## src/rtl/cts_pkg.sv

```systemverilog
// ----------------------------------------------------------------------------
// cts_pkg
// Shared types and constants of the C token splitter: lexer modes, the
// burst of result bytes that one input word causes, and the queue depth.
// ----------------------------------------------------------------------------
package cts_pkg;

  // Depth of the burst queue between the lexer and the output serializer.
  localparam int unsigned QUEUE_DEPTH = 4;

  localparam logic [7:0] CH_NL = 8'h0A;

  typedef enum logic [3:0] {
    M_IDLE   = 4'd0,
    M_OP     = 4'd1,
    M_SLASH  = 4'd2,
    M_WORD   = 4'd3,
    M_NUM    = 4'd4,
    M_DQ     = 4'd5,
    M_DQESC  = 4'd6,
    M_SQ     = 4'd7,
    M_LINE   = 4'd8,
    M_BLOCK  = 4'd9,
    M_BSTAR  = 4'd10,
    M_PENDNL = 4'd11
  } mode_t;

  // Up to three result bytes, oldest in data[0].
  typedef struct packed {
    logic [1:0]      cnt;
    logic [2:0][7:0] data;
  } burst_t;

  // Lexer state together with the bytes produced on the way to it.
  typedef struct packed {
    mode_t      mode;
    logic [7:0] pend;
    burst_t     burst;
  } step_t;

  // Write side of the burst queue.
  typedef struct packed {
    logic   push;
    burst_t burst;
  } q_wr_t;

endpackage

```

## src/rtl/c_token_splitter_top.sv

```systemverilog
// ----------------------------------------------------------------------------
// c_token_splitter_top
// Splits a stream of C source bytes into tokens, one newline after each.
// ----------------------------------------------------------------------------
// The block takes one source byte per cycle while in_full is low. The lexer
// resolves each byte in the cycle it is accepted and writes the zero to three
// token bytes it causes, as one burst, into a queue of QUEUE_DEPTH bursts;
// the output side hands out one byte per cycle while out_pop is high, with
// out_last set on the final byte of each burst. The output port's one byte
// per cycle sets the sustained rate: words, numbers and literals keep pace
// with the input, while separators and operator pairs add a byte or two that
// the queue absorbs. in_full rises only when the queue holds QUEUE_DEPTH
// bursts. A word with in_end_of_text set closes the open token and always
// yields at least one newline.
module c_token_splitter_top #(
  parameter int unsigned QUEUE_DEPTH = cts_pkg::QUEUE_DEPTH
) (
  input  logic       clk,
  input  logic       rst_n,
  input  logic       in_push,
  output logic       in_full,
  input  logic [7:0] in_byte,
  input  logic       in_end_of_text,
  output logic       out_empty,
  input  logic       out_pop,
  output logic [7:0] out_byte,
  output logic       out_last
);
  import cts_pkg::*;

  q_wr_t  q_wr;
  burst_t q_head;
  logic   q_full;
  logic   q_empty;
  logic   q_pop;

  cts_front u_front (
    .clk            (clk),
    .rst_n          (rst_n),
    .in_push        (in_push),
    .in_byte        (in_byte),
    .in_end_of_text (in_end_of_text),
    .q_full         (q_full),
    .in_full        (in_full),
    .q_wr           (q_wr)
  );

  cts_queue #(
    .DEPTH (QUEUE_DEPTH)
  ) u_queue (
    .clk     (clk),
    .rst_n   (rst_n),
    .q_wr    (q_wr),
    .q_pop   (q_pop),
    .q_full  (q_full),
    .q_empty (q_empty),
    .q_head  (q_head)
  );

  cts_back u_back (
    .clk       (clk),
    .rst_n     (rst_n),
    .q_head    (q_head),
    .q_empty   (q_empty),
    .q_pop     (q_pop),
    .out_pop   (out_pop),
    .out_empty (out_empty),
    .out_byte  (out_byte),
    .out_last  (out_last)
  );

endmodule

```

## src/rtl/cts_front.sv

```systemverilog
// ----------------------------------------------------------------------------
// cts_front
// Lexer front end: takes one source byte per cycle while q_full is low,
// advances the lexer mode and writes the burst of token bytes into the queue.
// ----------------------------------------------------------------------------
module cts_front (
  input  logic           clk,
  input  logic           rst_n,
  input  logic           in_push,
  input  logic [7:0]     in_byte,
  input  logic           in_end_of_text,
  input  logic           q_full,
  output logic           in_full,
  output cts_pkg::q_wr_t q_wr
);
  import cts_pkg::*;

  localparam logic [7:0] CH_SPACE  = " ";
  localparam logic [7:0] CH_TAB    = 8'h09;
  localparam logic [7:0] CH_SLASH  = "/";
  localparam logic [7:0] CH_STAR   = "*";
  localparam logic [7:0] CH_PLUS   = "+";
  localparam logic [7:0] CH_MINUS  = "-";
  localparam logic [7:0] CH_LT     = "<";
  localparam logic [7:0] CH_GT     = ">";
  localparam logic [7:0] CH_EQ     = "=";
  localparam logic [7:0] CH_BAR    = "|";
  localparam logic [7:0] CH_AMP    = "&";
  localparam logic [7:0] CH_HASH   = "#";
  localparam logic [7:0] CH_SEMI   = ";";
  localparam logic [7:0] CH_COLON  = ":";
  localparam logic [7:0] CH_COMMA  = ",";
  localparam logic [7:0] CH_DOT    = ".";
  localparam logic [7:0] CH_LBRACE = "{";
  localparam logic [7:0] CH_RBRACE = "}";
  localparam logic [7:0] CH_LPAREN = "(";
  localparam logic [7:0] CH_RPAREN = ")";
  localparam logic [7:0] CH_DQUOTE = "\"";
  localparam logic [7:0] CH_SQUOTE = "'";
  localparam logic [7:0] CH_BSLASH = "\\";
  localparam logic [7:0] CH_USCORE = "_";

  mode_t      mode_r, mode_nxt;
  logic [7:0] pend_r, pend_nxt;
  step_t      step;
  logic       accept;

  function automatic burst_t push_byte(burst_t b, logic [7:0] x);
    burst_t r;
    r = b;
    if (b.cnt != 2'd3) begin
      r.data[b.cnt] = x;
      r.cnt         = b.cnt + 2'd1;
    end
    return r;
  endfunction

  function automatic logic is_digit(logic [7:0] c);
    return (c >= "0") && (c <= "9");
  endfunction

  function automatic logic is_alpha(logic [7:0] c);
    return ((c >= "a") && (c <= "z")) || ((c >= "A") && (c <= "Z"));
  endfunction

  function automatic logic doubles(logic [7:0] c);
    return (c == CH_PLUS) || (c == CH_MINUS) || (c == CH_LT) || (c == CH_GT) ||
           (c == CH_BAR) || (c == CH_AMP);
  endfunction

  // Start a new token with character c.
  function automatic step_t lex_begin(step_t s, logic [7:0] c);
    step_t r;
    r      = s;
    r.mode = M_IDLE;
    unique case (c)
      CH_SPACE, CH_TAB, CH_NL: begin
      end
      CH_SLASH: begin
        r.mode = M_SLASH;
      end
      CH_STAR, CH_PLUS, CH_MINUS, CH_LT, CH_GT, CH_EQ, CH_BAR, CH_AMP: begin
        r.burst = push_byte(r.burst, c);
        r.pend  = c;
        r.mode  = M_OP;
      end
      CH_HASH, CH_SEMI, CH_COLON, CH_COMMA, CH_DOT,
      CH_LBRACE, CH_RBRACE, CH_LPAREN, CH_RPAREN: begin
        r.burst = push_byte(r.burst, c);
        // With the burst already full the separator's newline goes out with the next word.
        if (r.burst.cnt != 2'd3) begin
          r.burst = push_byte(r.burst, CH_NL);
        end else begin
          r.mode = M_PENDNL;
        end
      end
      CH_DQUOTE: begin
        r.burst = push_byte(r.burst, c);
        r.mode  = M_DQ;
      end
      CH_SQUOTE: begin
        r.burst = push_byte(r.burst, c);
        r.mode  = M_SQ;
      end
      default: begin
        if (is_digit(c)) begin
          r.burst = push_byte(r.burst, c);
          r.mode  = M_NUM;
        end else if (is_alpha(c)) begin
          r.burst = push_byte(r.burst, c);
          r.mode  = M_WORD;
        end
      end
    endcase
    return r;
  endfunction

  // An operator either pairs with c or is closed and c starts a new token.
  function automatic step_t lex_op_next(step_t s, logic [7:0] c);
    step_t r;
    r = s;
    if ((c == CH_EQ) || ((c == r.pend) && doubles(r.pend))) begin
      r.burst = push_byte(r.burst, c);
      r.burst = push_byte(r.burst, CH_NL);
      r.mode  = M_IDLE;
    end else begin
      r.burst = push_byte(r.burst, CH_NL);
      r       = lex_begin(r, c);
    end
    return r;
  endfunction

  always_comb begin
    step       = '0;
    step.mode  = mode_r;
    step.pend  = pend_r;
    if (in_end_of_text) begin
      unique case (mode_r)
        M_OP, M_WORD, M_NUM, M_PENDNL: begin
          step.burst = push_byte(step.burst, CH_NL);
        end
        M_SLASH: begin
          step.burst = push_byte(step.burst, CH_SLASH);
          step.burst = push_byte(step.burst, CH_NL);
        end
        M_DQ, M_DQESC: begin
          step.burst = push_byte(step.burst, CH_DQUOTE);
          step.burst = push_byte(step.burst, CH_NL);
        end
        M_SQ: begin
          step.burst = push_byte(step.burst, CH_SQUOTE);
          step.burst = push_byte(step.burst, CH_NL);
        end
        default: begin
        end
      endcase
      step.burst = push_byte(step.burst, CH_NL);
      step.mode  = M_IDLE;
      step.pend  = '0;
    end else begin
      unique case (mode_r)
        M_OP: begin
          step = lex_op_next(step, in_byte);
        end
        M_SLASH: begin
          if (in_byte == CH_SLASH) begin
            step.mode = M_LINE;
          end else if (in_byte == CH_STAR) begin
            step.mode = M_BLOCK;
          end else begin
            step.burst = push_byte(step.burst, CH_SLASH);
            step.pend  = CH_SLASH;
            step       = lex_op_next(step, in_byte);
          end
        end
        M_WORD: begin
          if (is_alpha(in_byte) || is_digit(in_byte) || (in_byte == CH_USCORE)) begin
            step.burst = push_byte(step.burst, in_byte);
          end else begin
            step.burst = push_byte(step.burst, CH_NL);
            step       = lex_begin(step, in_byte);
          end
        end
        M_NUM: begin
          if (is_digit(in_byte) || (in_byte == CH_DOT)) begin
            step.burst = push_byte(step.burst, in_byte);
          end else begin
            step.burst = push_byte(step.burst, CH_NL);
            step       = lex_begin(step, in_byte);
          end
        end
        M_DQ: begin
          step.burst = push_byte(step.burst, in_byte);
          if (in_byte == CH_DQUOTE) begin
            step.burst = push_byte(step.burst, CH_NL);
            step.mode  = M_IDLE;
          end else if (in_byte == CH_BSLASH) begin
            step.mode = M_DQESC;
          end
        end
        M_DQESC: begin
          step.burst = push_byte(step.burst, in_byte);
          step.mode  = M_DQ;
        end
        M_SQ: begin
          step.burst = push_byte(step.burst, in_byte);
          if (in_byte == CH_SQUOTE) begin
            step.burst = push_byte(step.burst, CH_NL);
            step.mode  = M_IDLE;
          end
        end
        M_LINE: begin
          if (in_byte == CH_NL) begin
            step.mode = M_IDLE;
          end
        end
        M_BLOCK: begin
          if (in_byte == CH_STAR) begin
            step.mode = M_BSTAR;
          end
        end
        M_BSTAR: begin
          if (in_byte == CH_SLASH) begin
            step.mode = M_IDLE;
          end else if (in_byte != CH_STAR) begin
            step.mode = M_BLOCK;
          end
        end
        M_PENDNL: begin
          step.burst = push_byte(step.burst, CH_NL);
          step       = lex_begin(step, in_byte);
        end
        default: begin
          step = lex_begin(step, in_byte);
        end
      endcase
    end
  end

  assign accept  = in_push && !q_full;
  assign in_full = q_full;

  // Next state.
  always_comb begin
    mode_nxt = mode_r;
    pend_nxt = pend_r;
    if (accept) begin
      mode_nxt = step.mode;
      pend_nxt = step.pend;
    end
  end

  // Outputs: a word that yields no byte leaves the queue alone.
  always_comb begin
    q_wr.push  = accept && (step.burst.cnt != 2'd0);
    q_wr.burst = step.burst;
  end

  always_ff @(posedge clk) begin
    if (!rst_n) begin
      mode_r <= M_IDLE;
      pend_r <= '0;
    end else begin
      mode_r <= mode_nxt;
      pend_r <= pend_nxt;
    end
  end

endmodule

```

## src/rtl/cts_queue.sv

```systemverilog
// ----------------------------------------------------------------------------
// cts_queue
// Small register queue of result bursts between the lexer and the
// output serializer. Full and empty come straight from the fill count.
// ----------------------------------------------------------------------------
module cts_queue #(
  parameter int unsigned DEPTH = cts_pkg::QUEUE_DEPTH
) (
  input  logic            clk,
  input  logic            rst_n,
  input  cts_pkg::q_wr_t  q_wr,
  input  logic            q_pop,
  output logic            q_full,
  output logic            q_empty,
  output cts_pkg::burst_t q_head
);
  import cts_pkg::*;

  localparam int unsigned PW = (DEPTH > 1) ? $clog2(DEPTH) : 1;
  localparam int unsigned CW = $clog2(DEPTH + 1);

  burst_t          mem_r [DEPTH];
  logic [PW-1:0]   wr_ptr_r, wr_ptr_nxt;
  logic [PW-1:0]   rd_ptr_r, rd_ptr_nxt;
  logic [CW-1:0]   cnt_r, cnt_nxt;
  logic            do_push, do_pop;

  assign q_full  = (cnt_r == CW'(DEPTH));
  assign q_empty = (cnt_r == '0);
  assign q_head  = mem_r[rd_ptr_r];
  assign do_push = q_wr.push && !q_full;
  assign do_pop  = q_pop && !q_empty;

  always_comb begin
    wr_ptr_nxt = wr_ptr_r;
    rd_ptr_nxt = rd_ptr_r;
    cnt_nxt    = cnt_r;
    if (do_push) begin
      wr_ptr_nxt = (wr_ptr_r == PW'(DEPTH - 1)) ? '0 : wr_ptr_r + PW'(1);
    end
    if (do_pop) begin
      rd_ptr_nxt = (rd_ptr_r == PW'(DEPTH - 1)) ? '0 : rd_ptr_r + PW'(1);
    end
    if (do_push && !do_pop) begin
      cnt_nxt = cnt_r + CW'(1);
    end else if (do_pop && !do_push) begin
      cnt_nxt = cnt_r - CW'(1);
    end
  end

  always_ff @(posedge clk) begin
    if (do_push) begin
      mem_r[wr_ptr_r] <= q_wr.burst;
    end
  end

  always_ff @(posedge clk) begin
    if (!rst_n) begin
      wr_ptr_r <= '0;
      rd_ptr_r <= '0;
      cnt_r    <= '0;
    end else begin
      wr_ptr_r <= wr_ptr_nxt;
      rd_ptr_r <= rd_ptr_nxt;
      cnt_r    <= cnt_nxt;
    end
  end

endmodule

```

## src/rtl/cts_back.sv

```systemverilog
// ----------------------------------------------------------------------------
// cts_back
// Output serializer: hands out the bytes of the burst at the queue head
// one per pop and flags the final byte of each burst.
// ----------------------------------------------------------------------------
module cts_back (
  input  logic            clk,
  input  logic            rst_n,
  input  cts_pkg::burst_t q_head,
  input  logic            q_empty,
  output logic            q_pop,
  input  logic            out_pop,
  output logic            out_empty,
  output logic [7:0]      out_byte,
  output logic            out_last
);
  import cts_pkg::*;

  logic [1:0] idx_r, idx_nxt;
  logic       take;

  assign out_empty = q_empty;
  assign out_byte  = q_head.data[idx_r];
  assign out_last  = (idx_r == (q_head.cnt - 2'd1));
  assign take      = out_pop && !q_empty;
  assign q_pop     = take && out_last;

  always_comb begin
    idx_nxt = idx_r;
    if (take) begin
      idx_nxt = out_last ? 2'd0 : idx_r + 2'd1;
    end
  end

  always_ff @(posedge clk) begin
    if (!rst_n) begin
      idx_r <= 2'd0;
    end else begin
      idx_r <= idx_nxt;
    end
  end

endmodule

```

## config.mk

```make
export PLATFORM = sky130hd
export DESIGN_NAME = c_token_splitter_top
export DESIGN_NICKNAME = d
export VERILOG_FILES = /design/src/rtl/cts_pkg.sv /design/src/rtl/c_token_splitter_top.sv /design/src/rtl/cts_front.sv /design/src/rtl/cts_queue.sv /design/src/rtl/cts_back.sv
export SDC_FILE = /design/constraint.sdc
export NUM_CORES = 1
export LEC_CHECK = 0
export BUFFER_PORTS_ARGS = -buffer_cell sky130_fd_sc_hd__buf_2
export CAP_MARGIN = 20
export CELL_PAD_IN_SITES_DETAIL_PLACEMENT = 1
export CELL_PAD_IN_SITES_GLOBAL_PLACEMENT = 2
export CORE_ASPECT_RATIO = 1.75
export CORE_UTILIZATION = 43
export DETAILED_ROUTE_END_ITERATION = 10
export MAX_ROUTING_LAYER = met4
export PLACE_DENSITY_LB_ADDON = 0.1
export RECOVER_POWER = 50
export REMOVE_ABC_BUFFERS = 1
export SYNTH_ARGS = -nofsm -noshare
export SYNTH_HDL_FRONTEND = slang
export SYNTH_HIERARCHICAL = 1
export SYNTH_SLANG_ARGS = --single-unit
```

## constraint.sdc

```tcl
create_clock -name clk -period 4 [get_ports clk]
set_input_delay 0.2 -clock clk [delete_from_list [all_inputs] [get_ports clk]]
set_output_delay 0.2 -clock clk [all_outputs]
set_load 0.01 [all_outputs]
```

Word level (Yosys, flattened, before mapping)
Memories as Yosys holds them, arrays and structs flattened. A register that Yosys moved wholly into a read port is not among the register bits.
Index checks and enable logic that the tools add are counted.

storage, ports and cells
  register bits after elaboration = 21
  bits of input ports = 13
  memory bits (writable) = 104
  memories = 1

operators by class
  add/sub/neg operators = 26
  equal/unequal tests = 79
  bitwise gates (word level) = 45
  reductions and logical operators = 61
  $lt $le $gt $ge = 47
  muxes and demuxes = 233

memory list
  name           depth  bits a word  read ports  clocked after memory_dff  wr ports  RTL line         text
  u_queue.mem_r  4      26           1           1                         1         cts_queue.sv:22  burst_t mem_r [DEPTH];

operators by type and width
  operator                                                                             number
  26-bit two-way mux                                                                   70
  26-bit case mux with 3 select lines                                                  6
  8-bit two-way mux                                                                    56
  8-bit demux with 2-bit select                                                        20
  18-bit inverter                                                                      15
  26-bit case mux with 9 select lines                                                  1
  8-bit by 6-bit == test with 1-bit output, second input constant                      23
  6-bit by 18-bit bitwise AND with 18-bit output                                       8
  24-bit bitwise mux                                                                   6
  18-bit bitwise AND                                                                   7
  4-bit case mux with 6 select lines                                                   5
  26-bit case mux with 4 select lines                                                  1
  2-bit two-way mux                                                                    36
  34-bit two-way mux                                                                   2
  4-bit two-way mux                                                                    17
  2-bit by 3-bit less-than comparator with 1-bit output, second input constant         21
  8-bit by 7-bit == test with 1-bit output, second input constant                      6
  2-bit by 6-bit OR with 6-bit output                                                  8
  2-bit by 1-bit adder with 2-bit output, second input constant                        23
  4-bit case mux with 11 select lines                                                  1
  6-bit OR                                                                             7
  2-bit by 1-bit greater-or-equal comparator with 1-bit output, second input constant  20
  2-bit inequality test, second input constant                                         20
  8-bit case mux with 5 select lines                                                   1
  43 further kinds                                                                     111

Longest topological paths before layout
Gate-level depths: netlist (run 1).

  depth after elaboration = 49
  mapped depth = 18
  gate-level depth less buffers = 14

By module
Netlist (run 1), hierarchy kept.

modules (own cells, without submodules)
  module     area an instance (sq um)  sequential area each (sq um)  times used  cells an instance
  cts_queue  4277.9                    3303.2                        1           187
  cts_front  2374.8                    240.2                         1           354
  cts_back   310.3                     40.0                          1           44

Worst setup path after synthesis (run 1)
OpenSTA, ideal clock, no wires.

  kind = input port to flip-flop
  start = input in_byte[2]
  end = register u_queue.cnt_r[2]
  setup slack = 0.386 ns
  arrival = 3.538 ns
  path buffers = 3
  stages on the path = 17
  setup time = 0.076 ns
  cell sequence = buf_6 -> or3b_2 -> a2111oi_2 -> or3_1 -> or4_1 -> buf_2 -> nand2b_1 -> o32ai_2 -> nor2_1 -> nor2b_1 -> buf_2 -> ha_1 -> inv_1 -> fa_1 -> xor2_1 -> or3_1 -> a21boi_0

RTL lines
  element                 RTL line                    text
  start: declaration      c_token_splitter_top.sv:22  input logic [7:0] in_byte,
  end signal: assignment  cts_queue.sv:65             cnt_r <= cnt_nxt;
  end: declaration        cts_queue.sv:25             logic [CW-1:0] cnt_r, cnt_nxt;

==> reports/metrics.yaml, run 1 <==
ys.warnings.count: 6
finalSetupViolCount: 0
routed_wire_length_per_instance_um: 24.55
rr_endpoint: "u_queue/cnt_r[2]$_SDFFE_PN0P_"
fin_area_um2: 7792
nNetsFinal: 627
grt_pass1_vias: 5098
antenna_found_initial: 0
drt_first_pass_iters: 7
drive_above_1_share: 0.1952
via_per_inst: 6.067
remaining_drc_errors: 0
syn_area_per_cell_um2: 11.90
critical_path.reg2reg.startpoint: "u_front/pend_r[1]$_SDFFE_PN0P_"
outcome: "complete, no violations"
cts_tree: "built"
gr-usage-all-layers: 0.2591
p_switching_mw: 1.149
ff2ff_setup_slack_ns: 0.36
count_of_inserted_antenna_diode_cells: 0
clk_transition_reported_paths_ns: 0.06
cts_resized: 0
seq_power_share: 0.393
min_from: "rst_n"
cts_inserted_buffers: 17
vdd_drop_max_mv: 0.2872
core_area_um2: 15880
ff_latch_area_um2: 3583
number_of_buffers_inserted_by_hold_repair_at_cts: 0
worstMarginPinSlew_ns: 1.103
required_time_at_the_endpoint_of_the_critical_path_ns: 4.32
fmaxAchievable_ghz: 0.2710
final.min_clock_period_ns: 3.690
grt_start_max_net_pins: 27
clk_latency_ns: 0.41
yosys.cell_count.top_type: "sky130_fd_sc_hd__edfxtp_1"
hold-path-endpoint: "u_front/pend_r[7]$_SDFFE_PN0P_"
worstHoldPathCells: 3
post-route-period-util: 0.9225
pwr-share-clk: 0.407
placedInstanceArea_um2: 7211
cts_root_buf: "sky130_fd_sc_hd__clkbuf_16"
cts.sink_count: 127
hp_class: "in2reg"
synth.area.top_cells: "sky130_fd_sc_hd__edfxtp_1 45%, sky130_fd_sc_hd__dfxtp_1 6.6%, sky130_fd_sc_hd__mux4_2 6.5%"
post_synth_num_cell_types: 82
drt-initial-drc-count: 229
critPathCaptureType: "flip-flop"
initial_utilization: 0.4386
max-slew-margin-rel: 0.2646
combined_area_of_the_multi_input_logic_cells_um2: 2873
gp_congestion: 0.9219
floorplan.die_area_um2: 16730
synth_async_sr_flop_share: 0
rr_worst_depth: 14
synth_area_leader_cell: "sky130_fd_sc_hd__edfxtp_1"
setup_tns_ns: 0
residual_antenna_violating_net_count_after_detailed_routing: 0
htreeDepth: 4
top_level_ports: 24
comb_pwr_share: 0.200
layout-area-overhead-vs-synth_pct: 11.91
route.final.wire_length_um: 19860
grt_setup_unrepaired: "false"
skew_ns: 0.01593
worstPathMaxFanout: 12
timing.final.hold_violations: 0
timing.critical_path.arrival_ns: 4.01
chipHeight_um: 170.3
criticalPathCategory: "in2reg"
internal-power_mw: 3.053
postSynthRegisterBits: 127
synth_edf_count: 104
die_w_um: 98.19
clock_tree.buffer_depth: 2
synthFlopType: "sky130_fd_sc_hd__edfxtp_1"
postSynthCellCount: 585
report.final.slew_viol_count: 0
layout.filler_cells: 1700
synthTopCellsByCount: "104 x sky130_fd_sc_hd__edfxtp_1, 53 x sky130_fd_sc_hd__nand2_1, 33 x sky130_fd_sc_hd__buf_4"
portion_of_synthesized_cell_area_occupied_by_the_leading_cell_type: 0.4485
post_synth_instance_area_um2: 6963
numPortBuffers: 23
post-dp-hpwl_um: 15070
vias: 4908
grt_overflow_total: 0
grt_pass1_wl_um: 30310
setup.worst_path.start_class: "input pin"
postCtsSetupRepairBufs: 0
power_density_nw_per_um2: 539.3
power_switching_share: 0.2735
synth_seq_area_share: 0.5146
maxCapViolCount: 0
rows: 61
leakagePower_nw: 2.732
[power by group through the flow]
| stage | logic (mW) | registers, mW | clock network, mW |
|---|---|---|---|
| global route | 0.926 | 1.67 | 1.79 |
| CTS | 0.881 | 1.66 | 1.75 |
| global placement | 0.855 | 1.67 | 0 |
| floorplan | 0.517 | 1.70 | 0 |
| finish | 0.841 | 1.65 | 1.71 |
| detailed placement | 0.876 | 1.68 | 0 |
[worst max-delay path, stage by stage]
cell and delay (ns):
sky130_fd_sc_hd__buf_2 0.21, sky130_fd_sc_hd__clkbuf_1 0.43, sky130_fd_sc_hd__nand2_1 0.28, sky130_fd_sc_hd__or3_1 0.44
sky130_fd_sc_hd__o21ai_2 0.12, sky130_fd_sc_hd__o22ai_1 0.16, sky130_fd_sc_hd__a211o_1 0.37, sky130_fd_sc_hd__o32ai_1 0.43
sky130_fd_sc_hd__nor2_1 0.08, sky130_fd_sc_hd__nor2b_1 0.15, sky130_fd_sc_hd__ha_1 0.25, sky130_fd_sc_hd__inv_1 0.08
sky130_fd_sc_hd__fa_1 0.18, sky130_fd_sc_hd__xor2_1 0.08, sky130_fd_sc_hd__or3_1 0.32, sky130_fd_sc_hd__a21boi_0 0.19
[how the worst max path moves through the flow]
stage                                    from                             to  cells after the start
6_report                           in_byte[1]  u_queue/cnt_r[2]$_SDFFE_PN0P_                     16
3_3_place_gp                       in_byte[1]  u_queue/cnt_r[2]$_SDFFE_PN0P_                     16
4_1_cts        u_front/pend_r[1]$_SDFFE_PN0P_  u_queue/cnt_r[2]$_SDFFE_PN0P_                     14
5_1_grt                            in_byte[1]  u_queue/cnt_r[2]$_SDFFE_PN0P_                     16
3_5_place_dp                       in_byte[1]  u_queue/cnt_r[2]$_SDFFE_PN0P_                     15
2_1_floorplan                       flip-flop  u_queue/cnt_r[2]$_SDFFE_PN0P_                     11
[cell usage in the layout, fill, tap and decap left out, drive strengths merged, types with 15 or more instances in the layout]
cell / synthesis / final
dfxtp: 23 / 23
mux4: 26 / 26
o21ai: 32 / 32
buf: 49 / 49
edfxtp: 104 / 104
nand2b: 15 / 15
clkbuf: 13 / 33
nand2: 53 / 53
a21oi: 18 / 18
nor2: 32 / 32
inv: 17 / 24
nand3: 17 / 17
[flip-flops by register name, summed over array words and instances, names as in the netlist, named ones only]
signal / count
u_queue/mem_r: 104
u_front/pend_r: 8
u_front/mode_r: 4
u_queue/cnt_r: 3
u_back/idx_r: 2
u_queue/rd_ptr_r: 2
u_queue/wr_ptr_r: 2
[area by class of cell]
type	count	area share
Timing Repair Buffer	64	0.04897
Clock buffer	18	0.05507
Sequential cell	127	0.4599
Tap cell	189	0.03035
Clock inverter	14	0.02890
Multi-Input combinational cell	380	0.3687
Inverter	17	0.008189
[cell families (layout without fill, tap and decap cells)]
logic type	Yosys count	after routing	synth area share
compound gates	121	121	0.1260
xor+xnor	8	8	0.01006
fa+ha+maj	7	7	0.01366
buf+inv	79	113	0.06900
flops	127	127	0.5146
mux	38	38	0.1046
other cells	1	2	0.0005386
simple gates	204	204	0.1615
[metrics by stage]
step           cells  utilization  worst slack (ns)  total power [mW]  hold slack [ns]
2_1_floorplan    524            -            0.2264             2.216           0.3205
3_3_place_gp     777       0.4542            0.4304             2.524           0.4755
3_5_place_dp     777       0.4542            0.2780             2.560           0.4777
4_1_cts          809       0.4954            0.2969             4.287           0.2341
5_1_grt          809       0.4909           0.09591             4.386           0.2693
6_report         809       0.4909            0.3099             4.202           0.2548
[layer usage]
layer | up-vias | GRT usage | share of wire
li1 | 2265 | - | -
met1 | 2482 | 0.2511 | 0.35
met2 | 108 | 0.4795 | 0.56
met3 | 53 | 0.03244 | 0.024
met4 | 0 | 0.1694 | 0.062
met5 | - | - | 0
Power figures use the tool's default switching activity.
==> run 2, diff against run 1 <==
--- a/config.mk
+++ b/config.mk
@@ -13,7 +13,7 @@
 export CORE_UTILIZATION = 43
 export DETAILED_ROUTE_END_ITERATION = 10
 export MAX_ROUTING_LAYER = met4
-export PLACE_DENSITY_LB_ADDON = 0.1
+export PLACE_DENSITY_LB_ADDON = 0.05
 export RECOVER_POWER = 50
 export REMOVE_ABC_BUFFERS = 1
 export SYNTH_ARGS = -nofsm -noshare
==> run 2 against run 1 <==
Sequential share of layout area grew 0.61 points. Sequential cell count is the same. Power shrank 5.5%. Die area is the same. Combinational power grew 1%. Sequential power is essentially flat. Cell count shrank 0.49%. Clock power shrank 14%. Design area shrank 1.3%. Clock skew shrank 0.0017 ns.
==> reports/metrics.yaml, run 2 (synthesis gave the netlist of run 1 again) <==
count_of_inserted_antenna_diode_cells: 0  # unchanged
hp_class: "in2reg"
maxCapViolCount: 0  # unchanged
largestRegisters: "u_queue/mem_r: 104 flops, u_front/pend_r: 8 flops, u_front/mode_r: 4 flops"
p_switching_mw: 1.174  # +2.1%
hold-worst-slack_ns: 0.2593  # +0.004487 ns
max-slew-margin-rel: 0.3514  # +0.08682
mostFrequentLayoutCell: "sky130_fd_sc_hd__edfxtp_1"
leakagePower_nw: 2.686  # -1.7%
cts_resized: 0  # unchanged
internal-power_mw: 2.795  # -8.4%
timing.critical_path.arrival_ns: 4.07  # +0.06 ns
worstPathMaxFanout: 7  # -5
drt-initial-drc-count: 212  # -7.4%
vias: 4917  # +0.18%
report.final.slew_viol_count: 0  # unchanged
cts_inserted_buffers: 17  # unchanged
skew_ns: 0.01428  # -0.001650 ns
gr-max-usage-layer: "met2"
drive_above_1_share: 0.1997  # +0.004514
grt_overflow_total: 0  # unchanged
grt_pass1_wl_um: 30920  # +2.0%
timing.final.hold_violations: 0  # unchanged
nNetsFinal: 623  # -0.64%
criticalPathCategory: "reg2reg"
number_of_buffers_inserted_by_hold_repair_at_cts: 0  # unchanged
seq_power_share: 0.415  # +0.022
post-route-period-util: 0.9357  # +0.01316
power_density_nw_per_um2: 516.1  # -4.3%
route.final.wire_length_um: 20100  # +1.2%
grt_pass1_vias: 5150  # +1.0%
layout-area-overhead-vs-synth_pct: 10.44
outcome: "complete, no violations"
top_level_ports: 24  # unchanged
critical_path.cell_chain: "nor3b_1 > a31oi_1 > nor4_1 > a221oi_1 > a211o_1 > o32ai_1 > nor2_1 > nor2b_1 > ha_1 > inv_1 > fa_1 > xor2_1 > or3_1 > a21boi_0"
htreeDepth: 4  # unchanged
worstMarginPinSlew_ns: 0.9729  # -0.1302 ns
floorplan.die_area_um2: 16730  # unchanged
rr_worst_depth: 14  # unchanged
critical_path.reg2reg.startpoint: "u_front/pend_r[3]$_SDFFE_PN0P_"
setup.worst_path.start_class: "flip-flop"
clock_tree.buffer_depth: 2  # unchanged
required_time_at_the_endpoint_of_the_critical_path_ns: 4.33  # about the same
rr_endpoint: "u_queue/cnt_r[2]$_SDFFE_PN0P_"
postCtsSetupRepairBufs: 0  # unchanged
residual_antenna_violating_net_count_after_detailed_routing: 0  # unchanged
chipHeight_um: 170.3  # unchanged
grt_setup_unrepaired: "false"
numPortBuffers: 23  # unchanged
cts.sink_count: 127  # unchanged
mostFrequentLayoutCells: "104 x sky130_fd_sc_hd__edfxtp_1, 53 x sky130_fd_sc_hd__nand2_1, 34 x sky130_fd_sc_hd__buf_4"
finalCoreUtilization: 0.4844  # -0.006463
hold-path-endpoint: "u_front/pend_r[7]$_SDFFE_PN0P_"
gp_congestion: 0.9068  # -1.6%
critPathCaptureType: "flip-flop"
remaining_drc_errors: 0  # unchanged
cts_root_buf: "sky130_fd_sc_hd__clkbuf_16"
clk_latency_ns: 0.42  # about the same
largest-register: "u_queue/mem_r"
setup_tns_ns: 0  # unchanged
gr-usage-all-layers: 0.2607  # +0.001588
ff2ff_setup_slack_ns: 0.26  # -0.10 ns
drt_first_pass_iters: 7  # unchanged
clk_transition_reported_paths_ns: 0.06  # about the same
met1_usage: 0.2633  # +0.01222
max_stage_delay_ns: 0.49  # +0.05 ns
core_area_um2: 15880  # unchanged
grt_start_max_net_pins: 27  # unchanged
largest_register_ffs: 104  # unchanged
pwr-share-clk: 0.371  # -0.036
grt_use_met3: 0.04189  # +0.009446
vdd_drop_max_mv: 0.2321  # -19%
die_w_um: 98.19  # unchanged
critical_path.slowest_cell: "sky130_fd_sc_hd__nor4_1"
groute.layer.met2.usage: 0.4737  # -0.005818
post-dp-hpwl_um: 14630  # -2.9%
antenna_found_initial: 0  # unchanged
routed_wire_length_per_instance_um: 24.97  # +1.7%
min_from: "rst_n"
comb_pwr_share: 0.214  # +0.014
via_per_inst: 6.108  # +0.68%
final.min_clock_period_ns: 3.743  # +0.05265 ns
cts_tree: "built"
initial_utilization: 0.4386  # unchanged
worstHoldPathCells: 3  # unchanged
fmaxAchievable_ghz: 0.2672  # -1.4%
rows: 61  # unchanged
finalSetupViolCount: 0  # unchanged
power_switching_share: 0.2958  # +0.02225
[run 2: cell count changes in the layout (fill, tap and decap cells not counted), sizes merged]
cell / delta
clkbuf: -7
bufinv: -4
clkinv: +4
clkinvlp: +3
buf: +2
inv: -2
[run 2: through the flow]
step	power (mW)	instances	setup slack, ns	cell area [um^2]
2_1_floorplan	2.216	524	0.2264	6550
6_report	3.969	805	0.2572	7690
3_5_place_dp	2.553	773	0.2256	7181
3_3_place_gp	2.526	773	0.3333	7181
4_1_cts	4.042	805	0.3477	7741
5_1_grt	4.140	805	0.009970	7690
[run 2: critical path, delay by kind of cell (launching register included)]
family	cells	cell delay, ns
buffers and inverters	1	0.09
AO/OA/AOI/OAI	5	1.27
adder cells (fa/ha/maj)	2	0.44
flip-flops	1	0.44
AND/OR/NAND/NOR	5	1.33
XOR/XNOR	1	0.08
[run 2: cell type report]
type,count,area (um^2)
flip-flops and latches,127,3583
clock buffers,17,425.4
multi-input cells,380,2870
repair buffers,60,375.4
inverters,17,63.81
well taps,189,236.5
clock inverters,15,135.1
fillers,1695,8185
[run 2: how the worst max path moves through the flow]
stage / start / to / cells after the start
floorplan: flip-flop / u_queue/cnt_r[2]$_SDFFE_PN0P_ / 11
global placement: in_byte[2] / u_queue/cnt_r[2]$_SDFFE_PN0P_ / 15
detailed placement: in_byte[2] / u_queue/cnt_r[2]$_SDFFE_PN0P_ / 15
CTS: u_front/mode_r[0]$_SDFFE_PN0P_ / u_queue/cnt_r[2]$_SDFFE_PN0P_ / 12
global route: u_front/pend_r[1]$_SDFFE_PN0P_ / u_queue/cnt_r[2]$_SDFFE_PN0P_ / 14
finish: u_front/pend_r[3]$_SDFFE_PN0P_ / u_queue/cnt_r[2]$_SDFFE_PN0P_ / 14
[run 2: power by group through the flow]
stage | Sequential (mW) | Clock [mW] | Combinational, mW
after floorplan | 1.70 | 0 | 0.517
after global placement | 1.67 | 0 | 0.860
after detailed placement | 1.68 | 0 | 0.875
after CTS | 1.65 | 1.51 | 0.883
after global routing | 1.66 | 1.55 | 0.930
final | 1.65 | 1.47 | 0.849
[run 2: metal layers]
metal  share of wire  vias to the layer above
li1                -                     2255
met1            0.37                     2481
met2            0.56                      129
met3           0.027                       52
met4           0.051                        0
met5               0                        -
==> run 3, diff against run 2 <==
--- a/config.mk
+++ b/config.mk
@@ -9,7 +9,7 @@
 export CAP_MARGIN = 20
 export CELL_PAD_IN_SITES_DETAIL_PLACEMENT = 1
 export CELL_PAD_IN_SITES_GLOBAL_PLACEMENT = 2
-export CORE_ASPECT_RATIO = 1.75
+export CORE_ASPECT_RATIO = 0.5
 export CORE_UTILIZATION = 43
 export DETAILED_ROUTE_END_ITERATION = 10
 export MAX_ROUTING_LAYER = met4
==> run 3 against run 2 <==
Routed wire length shrank 2.7%. Critical path depth is 6 lower. Largest power group unchanged. Register-to-register slack worse by 0.02 ns. Largest cell class unchanged.
==> reports/metrics.yaml, run 3 (synthesis gave the netlist of run 1 again) <==
clock_tree.buffer_depth: 2  # unchanged
report.final.slew_viol_count: 0  # unchanged
finalSetupViolCount: 0  # unchanged
grt_overflow_total: 0  # unchanged
placedInstanceArea_um2: 7227  # +0.64%
remaining_drc_errors: 0  # unchanged
hp_class: "in2reg"
initial_utilization: 0.4459  # +0.007310
comb_pwr_share: 0.203  # -0.011
layout.filler_cells: 1633  # -3.7%
drt_first_pass_iters: 5  # -2
cts.sink_count: 127  # unchanged
via_per_inst: 6.027  # -1.3%
critical_path.slowest_cell: "sky130_fd_sc_hd__o21ai_0"
worstMarginPinSlew_ns: 0.9722  # -0.0007190 ns
leakagePower_nw: 2.708  # +0.84%
critical_path.top_delay_family: "compound AO/OA/AOI/OAI gates"
htreeDepth: 4  # unchanged
antenna_found_initial: 0  # unchanged
postCtsSetupRepairBufs: 0  # unchanged
timing.critical_path.arrival_ns: 3.79  # -0.28 ns
cts_tree: "built"
report.power.total_mw: 4.151  # +4.6%
gp_congestion: 0.8752  # -3.5%
buf_inv_on_cp: 1  # unchanged
p_switching_mw: 1.194  # +1.7%
finalCoreUtilization: 0.4999  # +0.01552
core_area_um2: 15620  # -1.6%
largest_register_ffs: 104  # unchanged
pwr-share-clk: 0.395  # +0.024
number_of_buffers_inserted_by_hold_repair_at_cts: 0  # unchanged
post-route-period-util: 0.9418  # +0.006108
chipHeight_um: 91.98  # -46%
cts_inserted_buffers: 17  # unchanged
clk_latency_ns: 0.42  # about the same
dpl.cell_count: 785  # +1.6%
routed_wire_length_per_instance_um: 23.92  # -4.2%
vdd_drop_max_mv: 0.2935  # +26%
cts_root_buf: "sky130_fd_sc_hd__clkbuf_16"
power_density_nw_per_um2: 531.8  # +3.0%
max_stage_delay_ns: 0.81  # +0.32 ns
criticalPathCategory: "reg2reg"
gr-max-usage-layer: "met2"
largestRegisters: "u_queue/mem_r: 104 flops, u_front/pend_r: 8 flops, u_front/mode_r: 4 flops"
skew_ns: 0.01964  # +0.005365 ns
die_w_um: 182.0  # +85%
grt_start_max_net_pins: 27  # unchanged
hold-worst-slack_ns: 0.2355  # -0.02376 ns
route.final.wire_length_um: 19570  # -2.7%
final.min_clock_period_ns: 3.767  # +0.02443 ns
setup.worst_path.start_class: "flip-flop"
cts_resized: 0  # unchanged
top_level_ports: 24  # unchanged
clk_transition_reported_paths_ns: 0.06  # about the same
residual_antenna_violating_net_count_after_detailed_routing: 0  # unchanged
vias: 4930  # +0.26%
grt_pass1_vias: 5002  # -2.9%
timing.final.hold_violations: 0  # unchanged
critPathCaptureType: "flip-flop"
rows: 32  # -48%
numPortBuffers: 23  # unchanged
place_ws_ns: 0.1085  # -0.1171 ns
fin_area_um2: 7806  # +1.5%
internal-power_mw: 2.957  # +5.8%
grt_setup_unrepaired: "false"
seq_power_share: 0.402  # -0.013
met1_usage: 0.3486  # +0.08527
post-dp-hpwl_um: 13510  # -7.6%
final_critical_path_setup_slack_ns: 0.2328  # -0.02443 ns
drive_above_1_share: 0.1892  # -0.01044
mostFrequentLayoutCell: "sky130_fd_sc_hd__edfxtp_1"
groute.layer.met2.usage: 0.3926  # -0.08104
power_switching_share: 0.2876  # -0.008135
gr-usage-all-layers: 0.2549  # -0.005724
max-slew-margin-rel: 0.3450  # -0.006369
largest-register: "u_queue/mem_r"
nNetsFinal: 620  # -0.48%
grt_use_met3: 0.04369  # +0.001796
outcome: "complete, no violations"
grt_pass1_wl_um: 30180  # -2.4%
maxCapViolCount: 0  # unchanged
setup_tns_ns: 0  # unchanged
critical_path.cell_chain: "buf_4 > nand3b_1 > a21boi_0 > o31ai_2 > a211oi_1 > nand2_1 > o21ai_0 > o21ai_0"
floorplan.die_area_um2: 16740  # about the same
required_time_at_the_endpoint_of_the_critical_path_ns: 4.02  # -0.31 ns
mostFrequentLayoutCells: "104 x sky130_fd_sc_hd__edfxtp_1, 53 x sky130_fd_sc_hd__nand2_1, 31 x sky130_fd_sc_hd__nor2_1"
worstPathMaxFanout: 19  # +12
critical-path-top-cell-by-count: "sky130_fd_sc_hd__o21ai_0"
drt-initial-drc-count: 335  # +58%
fmaxAchievable_ghz: 0.2654  # -0.65%
instances_no_fill: 818  # +1.6%
layout-area-overhead-vs-synth_pct: 12.11
run 3: changes by cell type in the layout (fill, tap and decap cells not counted), moves of 2 or more:
cell,previous run,this run
sky130_fd_sc_hd__buf_4,34,25
sky130_fd_sc_hd__buf_2,17,15
sky130_fd_sc_hd__o21ai_1,6,9
sky130_fd_sc_hd__clkbuf_1,8,13
sky130_fd_sc_hd__clkbuf_8,0,2
sky130_fd_sc_hd__clkbuf_16,17,20
sky130_fd_sc_hd__buf_12,0,4
sky130_fd_sc_hd__o21ai_0,24,21
sky130_fd_sc_hd__clkinv_2,3,0
run 3: per-layer routing:
metal / routed length, um / vias up / share of wire
met3: 847 / 18 / 0.043
met1: 9584 / 2527 / 0.49
li1: - / 2256 / -
met5: 0 / - / 0
met4: 216 / 0 / 0.011
met2: 8920 / 129 / 0.46
run 3: power by group through the flow:
stage	Combinational [mW]	Sequential (mW)	Clock (mW)
floorplan	0.517	1.70	0
global placement	0.850	1.68	0
detailed placement	0.869	1.70	0
CTS	0.876	1.67	1.67
global route	0.922	1.68	1.72
finish	0.841	1.67	1.64
run 3: layout make-up:
| cell class | count | area, um^2 | share of cell area |
|---|---|---|---|
| well taps | 204 | 255.2 | 0.03270 |
| diodes | 1 | 2.502 | 0.0003206 |
| flip-flops and latches | 127 | 3583 | 0.4590 |
| multi-input cells | 380 | 2873 | 0.3680 |
| inverters | 17 | 63.81 | 0.008174 |
| clock inverters | 10 | 108.9 | 0.01394 |
| clock buffers | 22 | 528.0 | 0.06764 |
| repair buffers | 57 | 391.6 | 0.05017 |
run 3: path summary, 6_finish.rpt:
check | from | slack (ns) | endpoint | depth (start not counted)
worst max-delay path | u_front/mode_r[2]$_SDFFE_PN0P_ | 0.23 | u_queue/mem_r[2][2]$_DFFE_PP_ | 8
worst min-delay path | in_byte[2] | 0.24 | u_front/pend_r[2]$_SDFFE_PN0P_ | 3
worst min register to register | u_front/pend_r[7]$_SDFFE_PN0P_ | 0.44 | u_front/pend_r[7]$_SDFFE_PN0P_ | 2
worst max register to register | u_front/mode_r[2]$_SDFFE_PN0P_ | 0.23 | u_queue/mem_r[2][2]$_DFFE_PP_ | 8
run 3: tightest hold or removal path, cell delays in order:
cell                      delay [ns]
sky130_fd_sc_hd__buf_2          0.23
sky130_fd_sc_hd__a21oi_1        0.07
sky130_fd_sc_hd__o22ai_1        0.09
